--- config.mk ---
export PLATFORM = sky130hd
export DESIGN_NAME = sorted_insert_buffer
export DESIGN_NICKNAME = d
export VERILOG_FILES = /design/src/hdl/sib_pkg.sv /design/src/hdl/sib_datapath.sv /design/src/hdl/sib_controller.sv /design/src/hdl/sorted_insert_buffer.sv
export VERILOG_INCLUDE_DIRS = /design/src /design/src/hdl
export SDC_FILE = /design/constraint.sdc
export NUM_CORES = 2
export LEC_CHECK = 0
export ABC_AREA = 1
export BUFFER_PORTS_ARGS = -buffer_cell sky130_fd_sc_hd__buf_4
export CAP_MARGIN = 10
export CORE_ASPECT_RATIO = 1.2
export CORE_MARGIN = 3
export CORE_UTILIZATION = 45
export CTS_BUF_LIST = sky130_fd_sc_hd__clkbuf_8
export CTS_CLUSTER_SIZE = 12
export DETAILED_ROUTE_END_ITERATION = 10
export PLACE_DENSITY = 0.7
export SLEW_MARGIN = 20
export SYNTH_ARGS = -nofsm -noshare
export SYNTH_HDL_FRONTEND = slang
export SYNTH_SLANG_ARGS = --single-unit
--- constraint.sdc ---
create_clock -name clk -period 8.3 [get_ports clk]
set_input_delay 0.83 -clock clk [delete_from_list [all_inputs] [get_ports clk]]
set_output_delay 0.83 -clock clk [all_outputs]
set_load 0.01 [all_outputs]
--- src/hdl/sorted_insert_buffer_assert.svh ---
// Assertion macros shared by the sorted insert buffer modules.
`ifndef SORTED_INSERT_BUFFER_ASSERT_SVH
`define SORTED_INSERT_BUFFER_ASSERT_SVH

// Same-cycle implication, checked outside reset.
`define SIB_ASSERT_NOW(lbl, ante, cons, msg) \
  lbl: assert property (@(posedge clk) disable iff (!rst_n) (ante) |-> (cons)) \
    else $error(msg);

// Next-cycle implication, checked outside reset.
`define SIB_ASSERT_NEXT(lbl, ante, cons, msg) \
  lbl: assert property (@(posedge clk) disable iff (!rst_n) (ante) |=> (cons)) \
    else $error(msg);

`endif

--- src/hdl/sib_pkg.sv ---
// Package with the types, constants and codes of the sorted insert buffer.
package sib_pkg;

  localparam int DEPTH = 16;
  localparam int CNT_W = $clog2(DEPTH + 1);
  localparam int KEY_W = 32;
  localparam int PAY_W = 8;

  localparam logic REQ_INSERT = 1'b0;
  localparam logic REQ_DRAIN  = 1'b1;

  localparam logic [1:0] STATUS_EMIT  = 2'd0;
  localparam logic [1:0] STATUS_DROP  = 2'd1;
  localparam logic [1:0] STATUS_EMPTY = 2'd2;

  typedef logic [CNT_W-1:0] cnt_t;

  // Commands from the controller to the datapath.
  typedef struct packed {
    logic       insert;
    logic       pop;
    logic       out_load;
    logic [1:0] out_status;
    logic       out_last;
  } sib_cmd_t;

  // Status from the datapath to the controller.
  typedef struct packed {
    logic count_zero;
    logic count_one;
    logic count_full;
    logic out_valid;
  } sib_stat_t;

endpackage

--- src/hdl/sib_datapath.sv ---
// Datapath: a row of sorted key and payload cells, the entry count and the output register.
`include "sorted_insert_buffer_assert.svh"

module sib_datapath (
  input  logic                      clk,
  input  logic                      rst_n,
  input  sib_pkg::sib_cmd_t         cmd,
  output sib_pkg::sib_stat_t        stat,
  input  logic signed [31:0]        in_key,
  input  logic [7:0]                in_payload,
  input  logic                      out_stall,
  output logic                      out_valid,
  output logic [1:0]                out_status,
  output logic signed [31:0]        out_key,
  output logic [7:0]                out_payload,
  output logic                      out_last
);
  import sib_pkg::*;

  logic signed [KEY_W-1:0] key_r   [DEPTH];
  logic        [PAY_W-1:0] pay_r   [DEPTH];
  logic signed [KEY_W-1:0] key_nxt [DEPTH];
  logic        [PAY_W-1:0] pay_nxt [DEPTH];
  logic [DEPTH-1:0]        sel;
  cnt_t                    count_r;
  cnt_t                    count_nxt;

  logic                    out_valid_r;
  logic [1:0]              out_status_r;
  logic signed [KEY_W-1:0] out_key_r;
  logic [PAY_W-1:0]        out_payload_r;
  logic                    out_last_r;

  // Each cell compares the new key with its own entry. Because the row is
  // sorted, the selected cells form one run from the insert position up to
  // the first free cell; inside that run every cell takes its neighbor's
  // entry, and the head of the run takes the new pair.
  genvar g;
  generate
    for (g = 0; g < DEPTH; g++) begin : g_cell
      logic signed [KEY_W-1:0] shl_key;
      logic        [PAY_W-1:0] shl_pay;
      logic                    prev_sel;

      assign sel[g] = ((cnt_t'(g) < count_r) && (in_key < key_r[g])) ||
                      (cnt_t'(g) == count_r);

      if (g == 0) begin : g_first
        assign prev_sel = 1'b0;
      end else begin : g_rest
        assign prev_sel = sel[g-1];
      end

      if (g == DEPTH - 1) begin : g_last
        assign shl_key = key_r[g];
        assign shl_pay = pay_r[g];
      end else begin : g_inner
        assign shl_key = key_r[g+1];
        assign shl_pay = pay_r[g+1];
      end

      always_comb begin
        key_nxt[g] = key_r[g];
        pay_nxt[g] = pay_r[g];
        if (cmd.insert && sel[g]) begin
          if (prev_sel) begin
            if (g == 0) begin
              key_nxt[g] = in_key;
              pay_nxt[g] = in_payload;
            end else begin
              key_nxt[g] = key_r[(g == 0) ? 0 : g-1];
              pay_nxt[g] = pay_r[(g == 0) ? 0 : g-1];
            end
          end else begin
            key_nxt[g] = in_key;
            pay_nxt[g] = in_payload;
          end
        end else if (cmd.pop) begin
          key_nxt[g] = shl_key;
          pay_nxt[g] = shl_pay;
        end
      end

      always_ff @(posedge clk) begin
        key_r[g] <= key_nxt[g];
        pay_r[g] <= pay_nxt[g];
      end
    end
  endgenerate

  always_comb begin
    count_nxt = count_r;
    if (cmd.insert) begin
      count_nxt = count_r + cnt_t'(1);
    end else if (cmd.pop) begin
      count_nxt = count_r - cnt_t'(1);
    end
  end

  always_ff @(posedge clk) begin
    if (!rst_n) begin
      count_r     <= '0;
      out_valid_r <= 1'b0;
    end else begin
      count_r <= count_nxt;
      if (cmd.out_load) begin
        out_valid_r <= 1'b1;
      end else if (!out_stall) begin
        out_valid_r <= 1'b0;
      end
    end
  end

  always_ff @(posedge clk) begin
    if (cmd.out_load) begin
      out_status_r <= cmd.out_status;
      out_last_r   <= cmd.out_last;
      if (cmd.out_status == STATUS_EMIT) begin
        out_key_r     <= key_r[0];
        out_payload_r <= pay_r[0];
      end else begin
        out_key_r     <= '0;
        out_payload_r <= '0;
      end
    end
  end

  assign stat.count_zero = (count_r == '0);
  assign stat.count_one  = (count_r == cnt_t'(1));
  assign stat.count_full = (count_r == cnt_t'(DEPTH));
  assign stat.out_valid  = out_valid_r;

  assign out_valid   = out_valid_r;
  assign out_status  = out_status_r;
  assign out_key     = out_key_r;
  assign out_payload = out_payload_r;
  assign out_last    = out_last_r;

  `SIB_ASSERT_NOW(a_count_max, 1'b1, count_r <= cnt_t'(DEPTH), "entry count above depth")
  `SIB_ASSERT_NEXT(a_insert_count, cmd.insert, count_r == $past(count_r) + cnt_t'(1), "insert did not grow count")
  `SIB_ASSERT_NOW(a_status_zero, out_valid_r && (out_status_r != STATUS_EMIT), (out_key_r == '0) && (out_payload_r == '0), "non-entry request carries data")

endmodule

--- src/hdl/sib_controller.sv ---
// Controller: accepts requests, sequences drains and issues datapath commands.
`include "sorted_insert_buffer_assert.svh"

module sib_controller (
  input  logic                clk,
  input  logic                rst_n,
  input  logic                in_valid,
  input  logic                in_req_type,
  output logic                in_stall,
  input  logic                out_stall,
  input  sib_pkg::sib_stat_t  stat,
  output sib_pkg::sib_cmd_t   cmd
);
  import sib_pkg::*;

  localparam logic S_IDLE  = 1'b0;
  localparam logic S_DRAIN = 1'b1;

  logic state_r;
  logic state_nxt;
  logic out_free;
  logic accept;

  // The output register can take a new request when empty or being emptied.
  assign out_free = !stat.out_valid || !out_stall;
  assign in_stall = !((state_r == S_IDLE) && out_free);
  assign accept   = in_valid && !in_stall;

  always_comb begin
    state_nxt      = state_r;
    cmd.insert     = 1'b0;
    cmd.pop        = 1'b0;
    cmd.out_load   = 1'b0;
    cmd.out_status = STATUS_EMIT;
    cmd.out_last   = 1'b0;
    case (state_r)
      S_IDLE: begin
        if (accept) begin
          if (in_req_type == REQ_INSERT) begin
            if (stat.count_full) begin
              cmd.out_load   = 1'b1;
              cmd.out_status = STATUS_DROP;
              cmd.out_last   = 1'b1;
            end else begin
              cmd.insert = 1'b1;
            end
          end else if (stat.count_zero) begin
            cmd.out_load   = 1'b1;
            cmd.out_status = STATUS_EMPTY;
            cmd.out_last   = 1'b1;
          end else begin
            state_nxt = S_DRAIN;
          end
        end
      end
      S_DRAIN: begin
        if (out_free) begin
          cmd.pop        = 1'b1;
          cmd.out_load   = 1'b1;
          cmd.out_status = STATUS_EMIT;
          cmd.out_last   = stat.count_one;
          if (stat.count_one) begin
            state_nxt = S_IDLE;
          end
        end
      end
      default: begin
        state_nxt = S_IDLE;
      end
    endcase
  end

  always_ff @(posedge clk) begin
    if (!rst_n) begin
      state_r <= S_IDLE;
    end else begin
      state_r <= state_nxt;
    end
  end

  `SIB_ASSERT_NOW(a_drain_nonempty, state_r == S_DRAIN, !stat.count_zero, "draining an empty buffer")
  `SIB_ASSERT_NOW(a_drain_stalls, state_r == S_DRAIN, in_stall, "request taken during drain")
  `SIB_ASSERT_NEXT(a_drain_ends, (state_r == S_DRAIN) && cmd.pop && stat.count_one, state_r == S_IDLE, "drain did not end after last entry")

endmodule

--- src/hdl/sorted_insert_buffer.sv ---
// Sorted insert buffer: holds up to DEPTH (16) key and payload pairs in
// ascending signed key order in a row of compare-and-shift cells. An insert
// request lands before the first stored key that is strictly greater, so equal
// keys keep arrival order; an insert into a full buffer gives one result with
// the dropped status. A drain request streams out every stored entry, one per
// cycle from the head cell unless the output stalls, with last on the final
// one, and leaves the buffer empty; draining an empty buffer gives one result
// with the empty status. A request is taken whenever no drain is in progress
// and the single output register is free or being emptied, so inserts run at
// one per cycle unless the output stalls. No clearing pass after reset.
module sorted_insert_buffer (
  input  logic               clk,
  input  logic               rst_n,
  input  logic               in_valid,
  output logic               in_stall,
  input  logic               in_req_type,
  input  logic signed [31:0] in_key,
  input  logic [7:0]         in_payload,
  output logic               out_valid,
  input  logic               out_stall,
  output logic [1:0]         out_status,
  output logic signed [31:0] out_key,
  output logic [7:0]         out_payload,
  output logic               out_last
);
  import sib_pkg::*;

  sib_cmd_t  cmd;
  sib_stat_t stat;

  sib_controller u_ctrl (
    .clk         (clk),
    .rst_n       (rst_n),
    .in_valid    (in_valid),
    .in_req_type (in_req_type),
    .in_stall    (in_stall),
    .out_stall   (out_stall),
    .stat        (stat),
    .cmd         (cmd)
  );

  sib_datapath u_dp (
    .clk         (clk),
    .rst_n       (rst_n),
    .cmd         (cmd),
    .stat        (stat),
    .in_key      (in_key),
    .in_payload  (in_payload),
    .out_stall   (out_stall),
    .out_valid   (out_valid),
    .out_status  (out_status),
    .out_key     (out_key),
    .out_payload (out_payload),
    .out_last    (out_last)
  );

endmodule
* Yosys cells after proc, flatten, opt, wreduce, memory -nomap -nowiden
Memory sizes are Yosys's and may differ from the RTL's. Index checks and enable logic that the tools add are counted.
Storage, ports and cells: bits in registers 50, RAM bits 640, input port bits 45, output and inout port bits 45, logic and storage cells 232, memories kept 2
Operators by class: add/subtract/negate cells 2, order comparisons 32, equality and inequality tests 18, muxes and demuxes 113, bitwise operators 1, reductions and logical operators 57
Memories:
- u_dp.key_r | depth 16, bits a word 32, read ports 16, clocked after memory_dff 0, wr ports 16, RTL line sib_datapath.sv:20 | logic signed [KEY_W-1:0] key_r [DEPTH];
- u_dp.pay_r | depth 16, bits a word 8, read ports 16, clocked after memory_dff 0, wr ports 16, RTL line sib_datapath.sv:21 | logic [PAY_W-1:0] pay_r [DEPTH];
Operators with widths (number):
- $mux W32 | 46
- $lt A32 B32 Y1 | 16
- $mux W8 | 46
- $eq A4 B5 Y1 const A | 8
- $lt A4 B5 Y1 const A | 8
- $logic_and A1 B1 Y1 | 34
- $eq A3 B5 Y1 const A | 4
- $lt A3 B5 Y1 const A | 4
- $logic_or A1 B1 Y1 | 17
- $mux W4 | 4
- $mux W5 | 3
- $mux W1 | 12
- $eq A2 B5 Y1 const A | 2
- $lt A1 B5 Y1 const A | 2
- $lt A2 B5 Y1 const A | 2
- $pmux W4 S2 | 1
- $add A5 B1 Y5 const B | 1
- $eq A1 B5 Y1 const A | 1
- $eq A5 B1 Y1 const B | 1
- $eq A5 B5 Y1 const B | 1
- $logic_not A5 Y1 | 1
- $sub A5 B1 Y5 const B | 1
- $logic_not A1 Y1 | 3
- $logic_not A2 Y1 | 1
- other kinds (4) | 4

* Logic depth before layout (Yosys ltp)
depth in word-level cells 8, gate-level depth with buffers 21, depth with buffers taken out 19

* By module
Synthesis repeated with hierarchy kept, for this count alone.
Second synthesis, totals: cell total of the unflattened synthesis 6952, area total of the unflattened synthesis 50509.7 µm²
Modules (own cells, without submodules):
- sib_datapath | instances 1, cells an instance 6928, area each 50378.3 µm², sequential area each 20629.8 µm²
- sib_controller | instances 1, cells an instance 24, area each 131.4 µm², sequential area each 20.0 µm²

* Worst setup path after synthesis
OpenSTA, ideal clock, no wires.
path kind input to register, start point input port in_key[31], end point memory u_dp.key_r[15][0] (enable), setup time 0.438 ns, arrival 3.668 ns, data required time 7.862 ns, path slack 4.194 ns, stages 8, path buffers 0, cell sequence ha_1 > nand4_1 > nor3_1 > nor4b_1 > o21ai_0 > a21oi_1 > nor2_1 > nor2_1
RTL lines:
- from (decl) | RTL line sorted_insert_buffer.sv:17 | input logic signed [31:0] in_key,
- to (decl) | RTL line sib_datapath.sv:20

==> results.yml <==
outcome:
  outcome: "complete, no violations"
floorplan:
  ios: 90
  die_w_um: 312
  die_height_um: 373
  die_area_sq_um: 116000
  rows: 134
  start_util: 0.454
  coreArea_sq_um: 111000
cells_and_area:
  final_cells: 8511
  utilization: 0.490
  finalNetCount: 7460
  drive_above_1_share: 0.0552
  area_growth_pct: 7.99
global_routing:
  grt_max_degree: 81
  grt.total_usage: 0.326
  grt_antenna_before_repair: 2
  grt_pass1_vias: 45500
  grt_pass1_wl_um: 287000
  grt_overflow: 0
power_and_ir_drop:
  vdd_ir_drop_max_v: 0.000158
  total_power_w: 0.0115
  p_leak_nw: 28.2
  power_per_cell_area_nw_per_um2: 211
logic_synthesis:
  yosysMostFrequentCell: "nand2_1"
  synthArstFlopShare: 0
  syn_nets: 7513
  synthTopCellsByArea: "edfxtp_1, nand2_1, ha_1, nand3_1, inv_1"
  synth.largest_area_cell: "edfxtp_1"
  ys.flop_type: "edfxtp_1"
  synth_edf_count: 683
  synth-seq-cells: 690
  ys_types: 36
  seq_area_frac_synth: 0.409
  synthCells: 6967
  netlist_area_sq_um: 50500
  yosysWarnings: 0
  synth_common_cells: "nand2_1, inv_1, edfxtp_1, nand3_1, ha_1"
  syn_area_per_cell_sq_um: 7.25
  synth_top_area_frac: 0.406
worst_setup_path:
  setup.worst_path.class: "in -> reg"
  worstPathArrival_ps: 5410
  r2r_end: "u_dp.key_r[13][3]$_DFFE_PP_"
  r2r_setup_slack_ps: 3400
  worstPathMaxFanout: 41
  endpoint: "u_dp.key_r[13][3]$_DFFE_PP_"
  critPathCaptureType: "register"
  required_ps: 8790
  cp-startpoint: "in_key[11]"
  reg2reg_from: "u_dp.key_r[13][31]$_DFFE_PP_"
  setup.worst_path.start_class: "primary input"
  reg2regPathDepth: 13
placement:
  dpl_worst_slack_ps: 2710
  dp_cells: 8293
  hpwl_um: 136000
  portBuffers: 89
  place_congestion: 0.984
timing:
  clock.fmax_mhz: 203
  slew_violations: 0
  tns_ps: 0
  post-route-period-util: 0.593
  rsz0062_at_grt: "no"
  finalSetupViolCount: 0
  slew_headroom: 0.254
  worst_pin_slew_ps: 1110
  fin_worst_skew_ps: 53.8
  hold_violations: 0
  min_period_ps: 4920
  setup_ws_ps: 3380
drt:
  wl_um: 195000
  routedWlPerCell_um: 22.9
  met2WireLength_um: 84700
  avgViaCountPerCell: 5.71
  drc: 0
  drt-initial-drc-count: 6551
  wl_met3_um: 21400
  route.antenna.remaining_nets: 0
  drt_first_pass_iters: 8
  wl_met1_um: 71800
  top_layer_used: "met5"
  vias: 48600
clock_network:
  cts_sinks: 690
  cts_root_buffer: "clkbuf_8"
  clockBufferDepth: 3
  clkLatencyLatePin_ps: 850
  post_cts_buffers: 0
  h-tree-depth: 3
  ctsResizeCount: 0
  cts_inserted_buffers: 115
  hold_buffers: 0
  cts_tree: "built"
  clk_pin_slew_ps: 70
min_path:
  hold_class: "in -> reg"
run:
  cap_violations: 0
[placed cells by master (no fill, tap or decap), types with 4 or more instances in the layout]
cell type | netlist | routed
inv_2 | 16 | 16
a31oi_1 | 4 | 4
inv_1 | 688 | 710
clkbuf_8 | 0 | 118
o21ai_0 | 138 | 138
nand4_1 | 26 | 26
o21ai_1 | 13 | 13
nand2_2 | 11 | 13
a21oi_1 | 240 | 240
clkinv_2 | 0 | 32
bufinv_16 | 0 | 13
nand3_1 | 630 | 630
buf_4 | 27 | 179
edfxtp_1 | 683 | 683
nor2_1 | 183 | 181
nand3_2 | 7 | 7
nor3_1 | 31 | 31
ha_1 | 501 | 501
nand2_1 | 3406 | 3403
o21a_1 | 12 | 12
dfxtp_1 | 7 | 7
clkinv_1 | 1 | 27
nand3b_1 | 5 | 5
[state kept, by name, summed over array words and instances, names as in the netlist]
signal	cells
u_dp.pay_r	128
u_dp.out_last	1
u_ctrl.state_r	1
u_dp.out_valid	1
u_dp.out_payload	8
u_dp.out_status	2
u_dp.count_r	5
u_dp.out_key	32
u_dp.key_r	512
[worst min-delay path by stage]
stage                                   endpoint  cells after the start  slack (ps)                       from
finish              u_dp.count_r[2]$_SDFFE_PN0P_                      3         310                      rst_n
global placement       u_ctrl.state_r$_SDFF_PN0_                      2         460  u_ctrl.state_r$_SDFF_PN0_
detailed placement     u_ctrl.state_r$_SDFF_PN0_                      2         470  u_ctrl.state_r$_SDFF_PN0_
CTS                 u_dp.count_r[2]$_SDFFE_PN0P_                      3         260                      rst_n
global route        u_dp.count_r[2]$_SDFFE_PN0P_                      3         310                      rst_n
floorplan              u_ctrl.state_r$_SDFF_PN0_                      2         450  u_ctrl.state_r$_SDFF_PN0_
[metal layers]
metal  global-route usage  vias to the layer above
met3               0.0610                      707
li1                     -                    22300
met5                    0                        -
met4                0.242                        2
met1                0.408                    22500
met2                0.502                     3134
[worst max-delay path, cell delays in order]
cell	delay, ps
buf_4	400
buf_4	360
ha_1	290
a21oi_1	130
o21ai_0	90
a21oi_1	130
nand2_1	80
nand2_1	80
nand2_1	50
nand2_1	80
nand3_2	670
nand2_2	950
nand2_2	110
nand2_1	620
buf_4	470
[power by group]
group          internal [W]  switching (W)  leakage, nW
clock               0.00174        0.00160         1.34
combinational      0.000989        0.00235         20.5
sequential          0.00444       0.000422         6.30
[through the flow]
step / area (sq um) / hold slack, ps
after global routing: 54500 / 315
after floorplan: 50500 / 448
after CTS: 54500 / 260
after detailed placement: 52100 / 473
after global placement: 52100 / 459
final: 54500 / 311
[cell families (layout without fill, tap and decap cells)]
logic type,count (synthesis),count (layout),share of synthesized area
simple gates,4304,4304,0.340
flops,690,690,0.409
buf+inv,1054,1100,0.0846
other cells,0,2,0
compound gates,418,418,0.0427
fa+ha+maj,501,501,0.124
[final cells by class]
type | instances | area, sq um
Clock inverter | 98 | 793
Fill cell | 11100 | 56800
Inverter | 705 | 2650
Sequential cell | 690 | 20600
Clock buffer | 118 | 1620
Multi-Input combinational cell | 5223 | 25600
Antenna cell | 2 | 5.00
Timing Repair Buffer | 179 | 1340
Tap cell | 1496 | 1870
(Power assumes the default switching activity.)
